### src/rtl/core/kmsf_pkg.sv
// Shared constants, types and command codes of the keypad matrix scanner.
package kmsf_pkg;

   localparam int ROW_BITS   = 7;
   localparam int COLUMNS    = 3;
   localparam int FIFO_DEPTH = 16;

   localparam int KEY_BITS   = ROW_BITS * COLUMNS;

   // Fixed field widths of the channels.
   localparam int ROW_IN_W   = 7;
   localparam int DRIVE_W    = 2;
   localparam int POP_WORD_W = 21;

   localparam int COL_IDX_W  = (COLUMNS > 1) ? $clog2(COLUMNS) : 1;
   localparam int PTR_W      = $clog2(FIFO_DEPTH);
   localparam int COUNT_W    = $clog2(FIFO_DEPTH + 1);

   // Depth of the response buffer in the back end.
   localparam int OUTQ_DEPTH = 4;
   localparam int OUTQ_PTR_W = $clog2(OUTQ_DEPTH);
   localparam int OUTQ_CNT_W = $clog2(OUTQ_DEPTH + 1);

   localparam logic [ROW_IN_W-1:0] ROW_MASK = ROW_IN_W'((1 << ROW_BITS) - 1);

   typedef enum logic [1:0] {
      CMD_NOP  = 2'd0,
      CMD_PUSH = 2'd1,
      CMD_POP  = 2'd2
   } kmsf_cmd_kind_type;

   typedef struct packed {
      kmsf_cmd_kind_type    kind;
      logic [DRIVE_W-1:0]   drive_column;
      logic [KEY_BITS-1:0]  word;
   } kmsf_cmd_type;

   typedef struct packed {
      logic [DRIVE_W-1:0]    drive_column;
      logic                  pop_valid;
      logic [POP_WORD_W-1:0] pop_word;
      logic                  push_dropped;
   } kmsf_result_type;

endpackage

### src/rtl/core/kmsf_if.sv
// Valid/ready channel interfaces for scan requests and scan responses.
interface kmsf_req_if;
   import kmsf_pkg::*;
   logic                valid;
   logic                ready;
   logic                func;
   logic [ROW_IN_W-1:0] row_bits;

   modport source (output valid, output func, output row_bits, input ready);
   modport sink   (input valid, input func, input row_bits, output ready);
endinterface

interface kmsf_rsp_if;
   import kmsf_pkg::*;
   logic                  valid;
   logic                  ready;
   logic [DRIVE_W-1:0]    drive_column;
   logic                  pop_valid;
   logic [POP_WORD_W-1:0] pop_word;
   logic                  push_dropped;

   modport source (output valid, output drive_column, output pop_valid,
                   output pop_word, output push_dropped, input ready);
   modport sink   (input valid, input drive_column, input pop_valid,
                   input pop_word, input push_dropped, output ready);
endinterface

### src/rtl/core/keypad_matrix_scan_fifo.sv
// Top level of the keypad matrix scanner with its scan-word FIFO.
//
// Each request transaction is either a scan tick (func = 0), carrying the
// active-low row levels sampled while the current column was driven, or a
// pop (func = 1) that takes the oldest completed scan word out of a 16-word
// FIFO. Every request yields exactly one response transaction, in request
// order. The response always reports the column to drive for the next scan
// tick. After the third column the accumulated rows are inverted, so that a
// 1 means a pressed key, and the 21-bit word is stored; if the FIFO is full
// the word is discarded and push_dropped is set in that response. A pop of
// an empty FIFO returns pop_valid = 0 and a zero word. The block accepts one
// request transaction every clock cycle and delivers one response every
// cycle while the response side keeps ready high. A request's response
// passes through the command queue, the registered read of the FIFO RAM
// and the response buffer, in that order. The response buffer holds four
// entries, so short stalls on the response side do not immediately stop
// the request side.
module keypad_matrix_scan_fifo (
   input  logic       clock,
   input  logic       reset,
   kmsf_req_if.sink   req_channel,
   kmsf_rsp_if.source rsp_channel
);
   import kmsf_pkg::*;

   // Commands flow from the front end through the queue into the back end.
   kmsf_cmd_type front_cmd;
   kmsf_cmd_type queue_cmd;
   logic         front_push;
   logic         queue_full;
   logic         queue_valid;
   logic         back_pop;

   // The front end owns the column counter and the row accumulator.
   kmsf_front u_front (
      .clock       (clock),
      .reset       (reset),
      .req_channel (req_channel),
      .cmd_full    (queue_full),
      .cmd_push    (front_push),
      .cmd_data    (front_cmd)
   );

   // The queue decouples request acceptance from FIFO and response stalls.
   kmsf_cmd_queue u_queue (
      .clock    (clock),
      .reset    (reset),
      .wr_en    (front_push),
      .wr_data  (front_cmd),
      .full     (queue_full),
      .rd_en    (back_pop),
      .rd_valid (queue_valid),
      .rd_data  (queue_cmd)
   );

   // The back end owns the scan-word FIFO and builds the responses.
   kmsf_back u_back (
      .clock       (clock),
      .reset       (reset),
      .cmd_valid   (queue_valid),
      .cmd_data    (queue_cmd),
      .cmd_pop     (back_pop),
      .rsp_channel (rsp_channel)
   );

endmodule

### src/rtl/core/kmsf_ram.sv
// Generic single-write, single-read RAM with registered read data.
module kmsf_ram #(
   parameter int WIDTH = 8,
   parameter int DEPTH = 16
) (
   input  logic                     clock,
   input  logic                     wr_en,
   input  logic [$clog2(DEPTH)-1:0] wr_addr,
   input  logic [WIDTH-1:0]         wr_data,
   input  logic [$clog2(DEPTH)-1:0] rd_addr,
   output logic [WIDTH-1:0]         rd_data
);

   logic [WIDTH-1:0] mem_ff [DEPTH];
   logic [WIDTH-1:0] rd_data_ff;

   always_ff @(posedge clock) begin
      if (wr_en) begin
         mem_ff[wr_addr] <= wr_data;
      end
      rd_data_ff <= mem_ff[rd_addr];
   end

   assign rd_data = rd_data_ff;

endmodule

### src/rtl/core/kmsf_front.sv
// Front end: accepts transactions, accumulates column rows and issues commands.
module kmsf_front (
   input  logic                  clock,
   input  logic                  reset,
   kmsf_req_if.sink              req_channel,
   input  logic                  cmd_full,
   output logic                  cmd_push,
   output kmsf_pkg::kmsf_cmd_type cmd_data
);
   import kmsf_pkg::*;

   logic [COL_IDX_W-1:0] col_ff, col_in;
   logic [KEY_BITS-1:0]  acc_ff, acc_in;
   logic [KEY_BITS-1:0]  rows;
   logic [KEY_BITS-1:0]  acc_or;
   logic [7:0]           offset;
   logic                 last_col;
   logic                 accept;

   assign req_channel.ready = !cmd_full;
   assign accept            = req_channel.valid && !cmd_full;
   assign cmd_push          = accept;

   always_comb begin
      rows     = KEY_BITS'(req_channel.row_bits & ROW_MASK);
      offset   = 8'(col_ff) * 8'(ROW_BITS);
      acc_or   = acc_ff | (rows << offset);
      last_col = (col_ff == COL_IDX_W'(COLUMNS - 1));
      col_in   = col_ff;
      acc_in   = acc_ff;
      cmd_data.kind         = CMD_POP;
      cmd_data.drive_column = DRIVE_W'(col_ff);
      cmd_data.word         = ~acc_or;
      if (!req_channel.func) begin
         if (last_col) begin
            col_in        = '0;
            acc_in        = '0;
            cmd_data.kind = CMD_PUSH;
         end else begin
            col_in        = col_ff + COL_IDX_W'(1);
            acc_in        = acc_or;
            cmd_data.kind = CMD_NOP;
         end
         cmd_data.drive_column = DRIVE_W'(col_in);
      end
   end

   always_ff @(posedge clock) begin
      if (reset) begin
         col_ff <= '0;
         acc_ff <= '0;
      end else if (accept) begin
         col_ff <= col_in;
         acc_ff <= acc_in;
      end
   end

   assert property (@(posedge clock) disable iff (reset)
      col_ff <= COL_IDX_W'(COLUMNS - 1))
      else $error("column counter beyond last column");

   assert property (@(posedge clock) disable iff (reset)
      accept && !req_channel.func && last_col |=> acc_ff == '0 && col_ff == '0)
      else $error("accumulator not cleared after last column");

   assert property (@(posedge clock) disable iff (reset)
      !accept |=> $stable(col_ff) && $stable(acc_ff))
      else $error("scan state changed without a transaction");

endmodule

### src/rtl/core/kmsf_cmd_queue.sv
// Two-entry command queue between the front end and the back end.
module kmsf_cmd_queue (
   input  logic                   clock,
   input  logic                   reset,
   input  logic                   wr_en,
   input  kmsf_pkg::kmsf_cmd_type wr_data,
   output logic                   full,
   input  logic                   rd_en,
   output logic                   rd_valid,
   output kmsf_pkg::kmsf_cmd_type rd_data
);
   import kmsf_pkg::*;

   kmsf_cmd_type entry_ff [2];
   logic         wr_ptr_ff, rd_ptr_ff;
   logic [1:0]   count_ff;
   logic         do_wr, do_rd;

   assign full     = (count_ff == 2'd2);
   assign rd_valid = (count_ff != 2'd0);
   assign rd_data  = entry_ff[rd_ptr_ff];
   assign do_wr    = wr_en && !full;
   assign do_rd    = rd_en && rd_valid;

   always_ff @(posedge clock) begin
      if (do_wr) begin
         entry_ff[wr_ptr_ff] <= wr_data;
      end
      if (reset) begin
         wr_ptr_ff <= 1'b0;
         rd_ptr_ff <= 1'b0;
         count_ff  <= 2'd0;
      end else begin
         if (do_wr) wr_ptr_ff <= !wr_ptr_ff;
         if (do_rd) rd_ptr_ff <= !rd_ptr_ff;
         count_ff <= count_ff + 2'(do_wr) - 2'(do_rd);
      end
   end

   assert property (@(posedge clock) disable iff (reset) count_ff <= 2'd2)
      else $error("command queue overflow");

   assert property (@(posedge clock) disable iff (reset)
      do_wr && !do_rd |=> count_ff == $past(count_ff) + 2'd1)
      else $error("command queue count lost a write");

   assert property (@(posedge clock) disable iff (reset)
      (count_ff == 2'd0) |-> (wr_ptr_ff == rd_ptr_ff))
      else $error("command queue pointers disagree when empty");

endmodule

### src/rtl/core/kmsf_back.sv
// Back end: scan-word FIFO, RAM read stage and response buffer.
module kmsf_back (
   input  logic                   clock,
   input  logic                   reset,
   input  logic                   cmd_valid,
   input  kmsf_pkg::kmsf_cmd_type cmd_data,
   output logic                   cmd_pop,
   kmsf_rsp_if.source             rsp_channel
);
   import kmsf_pkg::*;

   logic [PTR_W-1:0]   wr_ptr_ff, rd_ptr_ff;
   logic [COUNT_W-1:0] count_ff;
   logic               fifo_full, fifo_empty;
   logic               issue;
   logic               ram_wr;
   logic [KEY_BITS-1:0] ram_rd_data;

   // Read stage: the command issued last cycle, waiting for RAM data.
   logic               s1_valid_ff;
   logic [DRIVE_W-1:0] s1_drive_ff;
   logic               s1_pop_valid_ff;
   logic               s1_dropped_ff;

   kmsf_result_type        outq_ff [OUTQ_DEPTH];
   logic [OUTQ_PTR_W-1:0]  outq_wr_ff, outq_rd_ff;
   logic [OUTQ_CNT_W-1:0]  outq_count_ff;
   logic                   outq_pop;
   kmsf_result_type        s1_result;

   assign fifo_full  = (count_ff == COUNT_W'(FIFO_DEPTH));
   assign fifo_empty = (count_ff == '0);

   // Credit check: the read stage plus buffered responses must fit the buffer.
   assign issue   = cmd_valid &&
                    ((outq_count_ff + OUTQ_CNT_W'(s1_valid_ff)) < OUTQ_CNT_W'(OUTQ_DEPTH));
   assign cmd_pop = issue;
   assign ram_wr  = issue && (cmd_data.kind == CMD_PUSH) && !fifo_full;

   kmsf_ram #(.WIDTH(KEY_BITS), .DEPTH(FIFO_DEPTH)) u_store (
      .clock   (clock),
      .wr_en   (ram_wr),
      .wr_addr (wr_ptr_ff),
      .wr_data (cmd_data.word),
      .rd_addr (rd_ptr_ff),
      .rd_data (ram_rd_data)
   );

   always_comb begin
      s1_result.drive_column = s1_drive_ff;
      s1_result.pop_valid    = s1_pop_valid_ff;
      s1_result.pop_word     = s1_pop_valid_ff ? POP_WORD_W'(ram_rd_data) : '0;
      s1_result.push_dropped = s1_dropped_ff;
   end

   assign outq_pop           = rsp_channel.valid && rsp_channel.ready;
   assign rsp_channel.valid  = (outq_count_ff != '0);
   assign rsp_channel.drive_column = outq_ff[outq_rd_ff].drive_column;
   assign rsp_channel.pop_valid    = outq_ff[outq_rd_ff].pop_valid;
   assign rsp_channel.pop_word     = outq_ff[outq_rd_ff].pop_word;
   assign rsp_channel.push_dropped = outq_ff[outq_rd_ff].push_dropped;

   always_ff @(posedge clock) begin
      s1_drive_ff <= cmd_data.drive_column;
      if (s1_valid_ff) begin
         outq_ff[outq_wr_ff] <= s1_result;
      end
      if (reset) begin
         wr_ptr_ff       <= '0;
         rd_ptr_ff       <= '0;
         count_ff        <= '0;
         s1_valid_ff     <= 1'b0;
         s1_pop_valid_ff <= 1'b0;
         s1_dropped_ff   <= 1'b0;
         outq_wr_ff      <= '0;
         outq_rd_ff      <= '0;
         outq_count_ff   <= '0;
      end else begin
         s1_valid_ff     <= issue;
         s1_pop_valid_ff <= 1'b0;
         s1_dropped_ff   <= 1'b0;
         if (issue) begin
            unique case (cmd_data.kind)
               CMD_PUSH: begin
                  if (fifo_full) begin
                     s1_dropped_ff <= 1'b1;
                  end else begin
                     wr_ptr_ff <= (wr_ptr_ff == PTR_W'(FIFO_DEPTH - 1)) ? '0
                                  : wr_ptr_ff + PTR_W'(1);
                     count_ff  <= count_ff + COUNT_W'(1);
                  end
               end
               CMD_POP: begin
                  if (!fifo_empty) begin
                     s1_pop_valid_ff <= 1'b1;
                     rd_ptr_ff <= (rd_ptr_ff == PTR_W'(FIFO_DEPTH - 1)) ? '0
                                  : rd_ptr_ff + PTR_W'(1);
                     count_ff  <= count_ff - COUNT_W'(1);
                  end
               end
               CMD_NOP: begin
               end
               default: begin
               end
            endcase
         end
         if (s1_valid_ff) begin
            outq_wr_ff <= (outq_wr_ff == OUTQ_PTR_W'(OUTQ_DEPTH - 1)) ? '0
                          : outq_wr_ff + OUTQ_PTR_W'(1);
         end
         if (outq_pop) begin
            outq_rd_ff <= (outq_rd_ff == OUTQ_PTR_W'(OUTQ_DEPTH - 1)) ? '0
                          : outq_rd_ff + OUTQ_PTR_W'(1);
         end
         outq_count_ff <= outq_count_ff + OUTQ_CNT_W'(s1_valid_ff) - OUTQ_CNT_W'(outq_pop);
      end
   end

   assert property (@(posedge clock) disable iff (reset)
      count_ff <= COUNT_W'(FIFO_DEPTH))
      else $error("scan FIFO count beyond depth");

   assert property (@(posedge clock) disable iff (reset)
      issue && cmd_data.kind == CMD_PUSH && fifo_full |=> s1_dropped_ff)
      else $error("full FIFO push not flagged as dropped");

   assert property (@(posedge clock) disable iff (reset)
      s1_pop_valid_ff |-> $past(count_ff) != '0)
      else $error("pop returned a word from an empty FIFO");

   assert property (@(posedge clock) disable iff (reset)
      (outq_count_ff + OUTQ_CNT_W'(s1_valid_ff)) <= OUTQ_CNT_W'(OUTQ_DEPTH))
      else $error("response buffer overcommitted");

endmodule
### src/flat_wrapper.sv
// flat-port wrapper written by rule: the top's interface ports become plain ports
module keypad_matrix_scan_fifo_flat import kmsf_pkg::*;
  (clock, reset, req_channel_valid, req_channel_func, req_channel_row_bits, req_channel_ready, rsp_channel_valid, rsp_channel_drive_column, rsp_channel_pop_valid, rsp_channel_pop_word, rsp_channel_push_dropped, rsp_channel_ready);
  kmsf_req_if req_channel_i ();
  kmsf_rsp_if rsp_channel_i ();
  input  logic clock;
  input  logic reset;
  input wire logic [$bits(req_channel_i.valid)-1:0] req_channel_valid;
  input wire logic [$bits(req_channel_i.func)-1:0] req_channel_func;
  input wire logic [$bits(req_channel_i.row_bits)-1:0] req_channel_row_bits;
  output wire logic [$bits(req_channel_i.ready)-1:0] req_channel_ready;
  output wire logic [$bits(rsp_channel_i.valid)-1:0] rsp_channel_valid;
  output wire logic [$bits(rsp_channel_i.drive_column)-1:0] rsp_channel_drive_column;
  output wire logic [$bits(rsp_channel_i.pop_valid)-1:0] rsp_channel_pop_valid;
  output wire logic [$bits(rsp_channel_i.pop_word)-1:0] rsp_channel_pop_word;
  output wire logic [$bits(rsp_channel_i.push_dropped)-1:0] rsp_channel_push_dropped;
  input wire logic [$bits(rsp_channel_i.ready)-1:0] rsp_channel_ready;
  assign req_channel_i.valid = req_channel_valid;
  assign req_channel_i.func = req_channel_func;
  assign req_channel_i.row_bits = req_channel_row_bits;
  assign req_channel_ready = req_channel_i.ready;
  assign rsp_channel_valid = rsp_channel_i.valid;
  assign rsp_channel_drive_column = rsp_channel_i.drive_column;
  assign rsp_channel_pop_valid = rsp_channel_i.pop_valid;
  assign rsp_channel_pop_word = rsp_channel_i.pop_word;
  assign rsp_channel_push_dropped = rsp_channel_i.push_dropped;
  assign rsp_channel_i.ready = rsp_channel_ready;
  keypad_matrix_scan_fifo u_core (.clock(clock), .reset(reset), .req_channel(req_channel_i), .rsp_channel(rsp_channel_i));
endmodule
### config.mk
export PLATFORM = sky130hd
export DESIGN_NAME = keypad_matrix_scan_fifo_flat
export DESIGN_NICKNAME = d
export VERILOG_FILES = /design/src/rtl/core/kmsf_pkg.sv /design/src/rtl/core/kmsf_if.sv /design/src/rtl/core/keypad_matrix_scan_fifo.sv /design/src/rtl/core/kmsf_ram.sv /design/src/rtl/core/kmsf_front.sv /design/src/rtl/core/kmsf_cmd_queue.sv /design/src/rtl/core/kmsf_back.sv /design/src/flat_wrapper.sv
export SDC_FILE = /design/constraint.sdc
export NUM_CORES = 1
export LEC_CHECK = 0
export ABC_AREA = 1
export ABC_CLOCK_PERIOD_IN_PS = 3500
export BUFFER_PORTS_ARGS = -buffer_cell sky130_fd_sc_hd__buf_2
export CAP_MARGIN = 15
export CORE_MARGIN = 2
export CORE_UTILIZATION = 24
export DETAILED_ROUTE_END_ITERATION = 16
export GPL_ROUTABILITY_DRIVEN = 0
export HOLD_SLACK_MARGIN = 0.15
export SETUP_SLACK_MARGIN = 0.05
export SYNTH_ARGS = -nofsm -noshare
export SYNTH_HDL_FRONTEND = slang
export SYNTH_SLANG_ARGS = --single-unit
### constraint.sdc
create_clock -name clock -period 3.5 [get_ports clock]
set_input_delay 0.175 -clock clock [delete_from_list [all_inputs] [get_ports clock]]
set_output_delay 0.175 -clock clock [all_outputs]
set_load 0.01 [all_outputs]
==> results of run 1 <==
==> cells by family (layout without fill, tap and decap cells) <==
family,count (synthesis),after routing,synth area share (%)
muxes,13,13,0.5972
buffers and inverters,197,293,3.778
adders and majority gates,17,17,0.9762
DFF,562,562,73.96
xor gates and xnor gates,6,6,0.2756
and+or+nand+nor,577,577,10.80
AOI/OAI and AO/OA,348,348,9.618
==> Yosys cell counts, types with 3 or more instances <==
master    instances  area (sq um)
o32ai_1          42         367.9
nor2_2            3         18.77
a21oi_1          30         150.1
dfxtp_1          76          1521
o211ai_1         29         217.7
edfxtp_1        486         14590
buf_2            33         165.2
o21ai_1           7         35.03
a211oi_1         14         105.1
inv_2             3         11.26
ha_1             17         212.7
o221ai_1         13         113.9
nand2_4           7         78.83
buf_4             4         30.03
nor2_1          320          1201
o21ai_0         186         930.9
clkbuf_1         53         198.9
o22ai_1          25         156.4
nand2_1         184         690.7
mux2i_1          13         130.1
inv_1            95         356.6
nand3_1          53         265.3
buf_1             3         11.26
xor2_1            5         43.79
==> metrics by stage <==
step	hold WS, ns	worst slack (ns)
final	0.4139	0.7737
after global routing	0.4142	0.5878
after CTS	0.3864	0.7537
after detailed placement	0.4278	0.7834
after global placement	0.4254	0.8814
after floorplan	0.2739	0.6685
==> power breakdown <==
group	internal (W)	switching, W	leakage [nW]
clock network	0.00365	0.00249	0.936
registers	0.00852	0.000335	4.96
logic	0.00107	0.00298	2.73
==> final cells by class <==
cell class                 instances  area, sq um  share of cell area (%)
sequential                       562        16120                   63.26
multi-input combinational        961         4898                   19.22
clock buffer                      75         1565                   6.142
tap                             1176         1471                   5.773
timing repair buffer              86        695.7                   2.730
inverter                         102        397.9                   1.561
clock inverter                    30        334.1                   1.311
==> path summary, 6_finish.rpt <==
check / start / depth (start not counted) / slack [ns] / end
worst max-delay path: u_core.u_back.s1_valid_ff$_SDFF_PP0_ / 10 / 0.77 / u_core.u_back.u_store.mem_ff[14][12]$_DFFE_PP_
worst min-delay path: req_channel_func / 2 / 0.41 / u_core.u_queue.entry_ff[0][24]$_DFFE_PP_
worst max register to register: u_core.u_back.s1_valid_ff$_SDFF_PP0_ / 10 / 0.77 / u_core.u_back.u_store.mem_ff[14][12]$_DFFE_PP_
worst min register to register: u_core.u_front.acc_ff[20]$_SDFFE_PP0P_ / 2 / 0.43 / u_core.u_front.acc_ff[20]$_SDFFE_PP0P_
==> routing by layer <==
layer	part of all wire (%)	up-vias	wire [um]
met4	2.6	0	1322
li1	-	6253	-
met5	0	-	0
met2	48	387	24390
met1	44	6562	22180
met3	5.0	80	2530
==> state kept, by name, summed over array words and instances, names as in the netlist, 2 cells and up, named ones only <==
signal	cells
u_core.u_back.u_store.mem_ff	336
u_core.u_back.outq_ff	100
u_core.u_queue.entry_ff	50
u_core.u_back.u_store.rd_data	21
u_core.u_front.acc_ff	21
u_core.u_back.count_ff	5
u_core.u_back.rd_ptr_ff	4
u_core.u_back.wr_ptr_ff	4
u_core.u_back.outq_count_ff	3
u_core.u_back.outq_rd_ff	2
u_core.u_back.outq_wr_ff	2
u_core.u_back.s1_drive_ff	2
u_core.u_front.col_ff	2
u_core.u_queue.count_ff	2
==> worst max-delay path, delay by kind of cell, from the launching register on <==
| family | cells | cell delay, ns |
|---|---|---|
| buffers and inverters | 2 | 0.46 |
| xor gates and xnor gates | 1 | 0.23 |
| DFF | 1 | 0.36 |
| and+or+nand+nor | 4 | 0.75 |
| AOI/OAI and AO/OA | 1 | 0.17 |
| adders and majority gates | 2 | 0.43 |
==> timing repair <==
item,in CTS,in global routing
buffers inserted,0,0
hold buffers,11,0
endpoints found under the hold margin,76,0
resized for setup,0,0
==> impl_metrics.py, run 1 <==
metrics = {
    "sta": {
        "finalSetupTns_ns": 0,
        "fmax_ghz": 0.3668,
        "clock-skew-final_ns": 0.01184,
        "worst_pin_slew_ns": 0.9769,
        "fin_crit_ns": 2.726,
        "setup-violations-final": 0,
        "relSlewSlack_pct": 34.71,
        "hold_viol": 0,
        "drv_slew": 0,
        "rsz0062_at_grt": "false",
        "finalCritPeriodShare_pct": 77.90,
    },
    "finish": {
        "layout_commonest_cell": "edfxtp_1",
        "design_area_sq_um": 25490,
        "area_growth_syn_to_layout_pct": 16.96,
        "nNetsFinal": 1798,
        "final_core_util_pct": 28.31,
        "final_cell_mix": "edfxtp_1, nor2_1, o21ai_0",
        "final_cells": 2992,
        "drive_above_1_share_pct": 11.23,
        "antenna_cells": 0,
        "fill_cells": 9115,
    },
    "power": {
        "p_per_area_nw_per_um2": 747.2,
        "ir_drop_mv": 0.3912,
        "cellLeakagePower_nw": 8.621,
        "fin_total_pwr_w": 0.01904,
    },
    "floorplanning": {
        "initial_core_util_pct": 24.21,
        "core-area_sq_um": 90010,
        "fp-row-count": 110,
        "pin_count": 39,
        "design.die.area_sq_um": 93220,
        "die_h_um": 305.3,
        "die_w_um": 305.3,
    },
    "worst_setup_path": {
        "slowest_stage": "dfxtp_1",
        "slowest_delay_ns": 0.36,
        "crit_required_ns": 3.78,
        "crit_chain": "ha_1 > ha_1 > xnor2_2 > o21ai_2 > nor2_2 > nand2_4 > inv_2 > nand2_1 > nor2_2 > buf_4",
        "worstSetupEndpointType": "flop",
        "critPathKind": "reg2reg",
        "crit_arrival_ns": 3.01,
        "cp_max_fo": 16,
        "cp-start-kind": "flop",
    },
    "routing": {
        "first_pass_iters": 5,
        "final_antenna_net_count": 0,
        "routed_wl_um": 50420,
        "routed_via_density": 4.439,
        "vias": 13280,
        "wire_per_inst_um": 16.85,
        "drt-initial-drc-count": 1090,
        "drc": 0,
    },
    "status": {
        "status": "complete, no violations",
    },
    "logic_synthesis": {
        "synth_seq_cells": 562,
        "synth-main-ff-cell": "edfxtp_1",
        "async_flop_share_pct": 0,
        "yosys_warnings": 0,
        "yosysSeqAreaShare_pct": 73.96,
        "post_synth_num_cell_types": 40,
        "netlist_area_sq_um": 21790,
        "avgSynthCellArea_sq_um": 12.67,
        "syn_nets": 1749,
        "synth_edf_count": 486,
        "syn_inst": 1720,
    },
    "worst_hold_path": {
        "hold_class": "in2reg",
    },
    "clock_network": {
        "cts_tree": "yes",
        "clk_pin_slew_ns": 0.06,
        "cts_sinks": 562,
        "clk-insertion-delay-late_ns": 0.61,
        "htreeDepth": 2,
        "root_buffer": "clkbuf_16",
        "numCtsBuffers": 56,
        "cts_max_path_buffers": 3,
    },
    "global_route": {
        "grt_use_total_pct": 10.65,
        "use_met3_pct": 1.435,
        "grt_antenna_before_repair": 1,
        "grt_pass1_wl_um": 77680,
        "top_usage_layer": "met2",
        "grt_max_degree": 172,
        "grt_pass1_vias": 13180,
        "grt_overflow": 0,
        "use_met2_pct": 18.06,
        "grtUsageMet1_pct": 14.02,
    },
    "run": {
        "cap_violations": 0,
    },
    "placed_design": {
        "port_buffers": 38,
        "dpl.hpwl_um": 31130,
        "dp_cells": 2876,
        "post_dp_cell_area_sq_um": 23480,
    },
}
Power figures use the tool's default switching activity.
==> run 2, diff against run 1 <==
- ABC_CLOCK_PERIOD_IN_PS: 3500 -> 2400
- clock period: 3.5 -> 2.4 ns (I/O delays scaled with it)
==> run 2 against run 1 <==
Worst hold slack lost 0.094 ns; setup slack worse by 0.57 ns; maximum frequency rose by 24%; cell count increased by 1.3%; sequential power increased by 45%; clock power rose by 41%; cell area is 1.8% higher; global-route usage hardly changed; count of clock-buffer cells in the layout up 5; flip-flop and latch count unchanged; critical path type unchanged.
==> impl_metrics.py, run 2 (synthesis gave the netlist of run 1 again) <==
metrics = {
    "floorplanning": {
        "pin_count": 39,
        "initial_core_util_pct": 24.21,
        "die_h_um": 305.3,
        "fp-row-count": 110,
        "design.die.area_sq_um": 93220,
        "core-area_sq_um": 90010,
        "die_w_um": 305.3,
    },
    "sta": {
        "relSlewSlack_pct": 44.12,
        "setup_ws_ns": 0.2031,
        "hold_viol": 0,
        "drv_slew": 0,
        "fin_crit_ns": 2.197,
        "setup-violations-final": 0,
        "finalCritPeriodShare_pct": 91.54,
        "worst_pin_slew_ns": 0.8361,
        "fmax_ghz": 0.4552,
        "rsz0062_at_grt": "true",
        "clock-skew-final_ns": 0.02984,
    },
    "finish": {
        "layout_commonest_cell": "edfxtp_1",
        "final_cell_mix": "edfxtp_1, nor2_1, o21ai_0",
        "antenna_cells": 0,
        "final_core_util_pct": 28.82,
        "design_area_sq_um": 25940,
        "drive_above_1_share_pct": 13.15,
        "reg_top3": "u_core.u_back.u_store.mem_ff: 336 flops, u_core.u_back.outq_ff: 100 flops, u_core.u_queue.entry_ff: 50 flops",
        "largest_register_ffs": 336,
        "regMostFlops": "u_core.u_back.u_store.mem_ff",
        "area_growth_syn_to_layout_pct": 19.07,
        "nNetsFinal": 1839,
    },
    "global_route": {
        "grt_pass1_vias": 13090,
        "grt_pass1_wl_um": 77160,
        "grt_use_total_pct": 10.60,
        "grt_antenna_before_repair": 2,
        "grt_overflow": 0,
        "grt_max_degree": 88,
    },
    "routing": {
        "first_pass_iters": 5,
        "vias": 13470,
        "wire_per_inst_um": 16.72,
        "final_antenna_net_count": 0,
        "routed_wl_um": 50670,
        "drc": 0,
        "routed_via_density": 4.443,
        "drt-initial-drc-count": 1209,
    },
    "run": {
        "cap_violations": 0,
    },
    "clock_network": {
        "cts_sinks": 562,
        "numCtsBuffers": 54,
        "cts_max_path_buffers": 3,
        "htreeDepth": 2,
        "root_buffer": "clkbuf_16",
        "clk_pin_slew_ns": 0.06,
        "cts_tree": "yes",
        "clk-insertion-delay-late_ns": 0.58,
    },
    "worst_hold_path": {
        "hold_start": "req_channel_func",
        "hold_class": "in2reg",
    },
    "worst_setup_path": {
        "crit_arrival_ns": 2.50,
        "crit_buf_inv": 2,
        "worstSetupEndpointType": "flop",
        "cp_max_fo": 17,
        "reg2reg_from": "u_core.u_back.s1_valid_ff$_SDFF_PP0_",
        "cp-start-kind": "flop",
        "rrSetupSlack_ns": 0.20,
        "critPathKind": "reg2reg",
        "slowest_delay_ns": 0.31,
        "cp_top_family": "simple AND/OR/NAND/NOR gates",
        "crit_start": "u_core.u_back.s1_valid_ff$_SDFF_PP0_",
        "crit_required_ns": 2.70,
        "crit_chain": "ha_1 > ha_1 > xnor2_2 > o21ai_2 > nor2_2 > nand2_4 > inv_2 > nand3_2 > nor2_4 > buf_12",
        "crit_top_cell": "ha_1",
        "slowest_stage": "dfxtp_1",
    },
    "power": {
        "ir_drop_mv": 0.5281,
        "fin_total_pwr_w": 0.02799,
        "p_per_area_nw_per_um2": 1079,
        "cellLeakagePower_nw": 8.824,
    },
    "status": {
        "status": "complete, no violations",
    },
    "placed_design": {
        "dpl.hpwl_um": 32350,
        "pre_cts_ws_ns": 0.1100,
        "port_buffers": 38,
        "post_dp_cell_area_sq_um": 23930,
    },
}
==> run 2: cell type report <==
type	count	area, sq um
Sequential cell	562	16120
Fill cell	9114	64070
Clock buffer	80	1592
Multi-Input combinational cell	961	4941
Clock inverter	21	256.5
Inverter	102	397.9
Timing Repair Buffer	129	1164
Tap cell	1176	1471
==> run 2: final timing paths <==
| check | to | depth (start not counted) |
|---|---|---|
| min | u_core.u_queue.entry_ff[0][24]$_DFFE_PP_ | 2 |
| max reg2reg | u_core.u_back.u_store.mem_ff[3][8]$_DFFE_PP_ | 10 |
| min reg2reg | u_core.u_front.acc_ff[17]$_SDFFE_PP0P_ | 2 |
| max | u_core.u_back.u_store.mem_ff[3][8]$_DFFE_PP_ | 10 |
==> run 2: repair_timing <==
item / in CTS / in global routing
resized for setup: 0 / 8
endpoints found under the hold margin: 77 / 0
hold buffers: 11 / 0
setup buffers: 0 / 3
setup endpoints to repair: 0 / 270
==> run 2: worst reg2reg max path: stages (launching register included) <==
cell,delay (ns)
dfxtp_1,0.31
ha_1,0.20
ha_1,0.21
xnor2_2,0.20
o21ai_2,0.12
nor2_2,0.13
nand2_4,0.07
inv_2,0.12
nand3_2,0.16
nor2_4,0.21
buf_12,0.18
==> run 2: power by group <==
group,switching [W],internal (W)
logic,0.00472,0.00182
clock network,0.00351,0.00513
registers,0.000400,0.0124
total,0.00864,0.0194
==> run 2: per-stage QoR <==
| step | hold WS (ns) | TNS, ns | cells |
|---|---|---|---|
| finish | 0.3200 | 0 | 3031 |
| global route | 0.3233 | 0 | 3031 |
| CTS | 0.3100 | 0 | 3028 |
| detailed placement | 0.3647 | 0 | 2916 |
| global placement | 0.3644 | 0 | 2916 |
| floorplan | 0.2189 | -35.80 | 1720 |
==> run 2: routing by layer <==
layer / GRT usage, % / wire (um) / up-vias
met2: 17.05 / 23400 / 435
met5: 0 / 0 / -
met3: 1.969 / 3525 / 67
li1: - / - / 6323
met1: 14.89 / 22870 / 6642
met4: 2.211 / 880 / 0
==> run 3, diff against run 2 <==
- CORE_UTILIZATION: 24 -> 35
==> run 3 against run 2 <==
Routed wire length increased by 0.91%; cell area decreased by 1.4%; maximum frequency decreased by 2.6%; flip-flop and latch count unchanged; non-clock buffer count increased by 1; cell count decreased by 11%; worst hold slack got worse by 0.021 ns.
==> impl_metrics.py, run 3 (synthesis gave the netlist of run 1 again) <==
metrics = {
    "routing": {
        "drc": 0,
        "first_pass_iters": 5,
        "final_antenna_net_count": 0,
        "vias": 13360,
        "routed_wl_um": 51140,
        "drt-initial-drc-count": 1225,
        "wire_per_inst_um": 18.97,
        "routed_via_density": 4.958,
    },
    "global_route": {
        "grt_pass1_vias": 12840,
        "grt_antenna_before_repair": 1,
        "grt_use_total_pct": 15.97,
        "grt_overflow": 0,
        "grt_max_degree": 86,
        "grt_pass1_wl_um": 77650,
    },
    "run": {
        "cap_violations": 0,
    },
    "clock_network": {
        "numCtsBuffers": 54,
        "cts_setup_buffers": 0,
        "clk_pin_slew_ns": 0.06,
        "cts_max_path_buffers": 3,
        "htreeDepth": 2,
        "clk-insertion-delay-late_ns": 0.60,
        "cts_sinks": 562,
        "cts_tree": "yes",
        "root_buffer": "clkbuf_16",
    },
    "floorplanning": {
        "fp-row-count": 91,
        "core-area_sq_um": 61600,
        "design.die.area_sq_um": 64270,
        "die_h_um": 253.5,
        "initial_core_util_pct": 35.37,
        "pin_count": 39,
        "die_w_um": 253.5,
    },
    "finish": {
        "fill_cells": 5624,
        "regMostFlops": "u_core.u_back.u_store.mem_ff",
        "multi_input_area_sq_um": 4913,
        "nNetsFinal": 1840,
        "drive_above_1_share_pct": 13.46,
        "layout_commonest_cell": "edfxtp_1",
        "area_growth_syn_to_layout_pct": 17.38,
        "reg_top3": "u_core.u_back.u_store.mem_ff: 336 flops, u_core.u_back.outq_ff: 100 flops, u_core.u_queue.entry_ff: 50 flops",
        "final_cell_mix": "edfxtp_1, nor2_1, o21ai_0",
        "final_core_util_pct": 41.52,
        "regArea_sq_um": 16120,
        "largest_register_ffs": 336,
    },
    "sta": {
        "hold_viol": 0,
        "finalCritPeriodShare_pct": 93.96,
        "relSlewSlack_pct": 37.17,
        "clock-skew-final_ns": 0.02007,
        "fmax_ghz": 0.4434,
        "worst_pin_slew_ns": 0.9415,
        "setup-violations-final": 0,
        "drv_slew": 0,
        "fin_crit_ns": 2.255,
        "whs_ns": 0.2994,
        "rsz0062_at_grt": "true",
    },
    "power": {
        "fin_total_pwr_w": 0.02851,
        "cellLeakagePower_nw": 8.863,
        "p_per_area_nw_per_um2": 1115,
        "ir_drop_mv": 0.7121,
    },
    "worst_setup_path": {
        "critPathKind": "reg2reg",
        "crit_arrival_ns": 2.55,
        "cp_max_fo": 17,
        "cp-start-kind": "flop",
        "crit_required_ns": 2.69,
        "rrSetupSlack_ns": 0.14,
        "reg2regPathDepth": 10,
        "worstSetupEndpointType": "flop",
        "reg2reg_from": "u_core.u_back.s1_valid_ff$_SDFF_PP0_",
        "r2r_end": "u_core.u_back.u_store.mem_ff[14][13]$_DFFE_PP_",
        "crit_start": "u_core.u_back.s1_valid_ff$_SDFF_PP0_",
    },
    "worst_hold_path": {
        "hold_start": "req_channel_func",
        "hold_class": "in2reg",
        "whs_path_depth": 2,
        "hold_end": "u_core.u_queue.entry_ff[1][24]$_DFFE_PP_",
    },
    "placed_design": {
        "dpl.hpwl_um": 31900,
        "port_buffers": 38,
    },
    "status": {
        "status": "complete, no violations",
    },
}
-- run 3: changes by cell type in the layout (fill, tap and decap cells not counted), sizes merged --
cell         before  now
clkbuf           80   70
bufinv            5   10
diode             0    1
clkinvlp          1    4
inv             102  100
dlygate4sd3      11   12
clkinv           15   20
-- run 3: worst max path at each step --
stage / to / slack (ns) / cells past startpoint
finish: u_core.u_back.u_store.mem_ff[14][13]$_DFFE_PP_ / 0.14 / 10
detailed placement: u_core.u_back.u_store.mem_ff[10][7]$_DFFE_PP_ / 0.16 / 10
floorplan: u_core.u_back.u_store.mem_ff[0][0]$_DFFE_PP_ / -0.14 / 9
global route: u_core.u_back.u_store.mem_ff[12][13]$_DFFE_PP_ / 0.03 / 10
CTS: u_core.u_back.u_store.mem_ff[14][13]$_DFFE_PP_ / 0.14 / 10
global placement: u_core.u_back.u_store.mem_ff[10][8]$_DFFE_PP_ / 0.16 / 10
-- run 3: worst max-delay path, stage by stage, from the launching register on --
cell,delay [ns]
dfxtp_1,0.32
ha_1,0.19
ha_1,0.20
xnor2_2,0.21
o21ai_2,0.11
nor2_2,0.13
nand2_4,0.08
inv_2,0.10
nand2_1,0.19
nor2_2,0.21
buf_12,0.19
-- run 3: metrics by stage --
step                      area, sq um  setup TNS (ns)  instances  worst slack (ns)
final                           25580               0       2695            0.1448
after global routing            25570               0       2694           0.02688
after detailed placement        23520               0       2580            0.1612
after CTS                       25570               0       2694            0.1360
after floorplan                 21840          -35.80       1720           -0.1420
after global placement          23520               0       2580            0.1626
-- run 3: routing by layer --
layer  vias to the layer above  GRT usage [%]  wire, um
met3                        77          2.417      3258
li1                       6334              -         -
met1                      6535          22.24     22330
met4                         0          6.120      1697
met2                       415          25.23     23850
met5                         -              0         0
-- run 3: report_power, final --
part,internal [W],total (W),switching [W],leakage (nW)
combinational,0.00192,0.00666,0.00474,2.96
clock,0.00552,0.00908,0.00356,0.946
sequential,0.0124,0.0128,0.000399,4.96
total,0.0198,0.0285,0.00870,8.86
-- run 3: repair_timing --
action                     4_1_cts  5_1_grt
gates resized for setup          1        0
setup endpoints to repair        2       57
hold buffers                    12        0
hold endpoints to repair        83        0
-- run 3: cell type report --
class	instances	share of cell area [%]
antenna	1	0.009784
timing repair buffer	130	4.540
sequential	562	63.04
inverter	102	1.570
clock inverter	32	1.610
clock buffer	70	5.924
tap	837	4.095
multi-input combinational	961	19.21
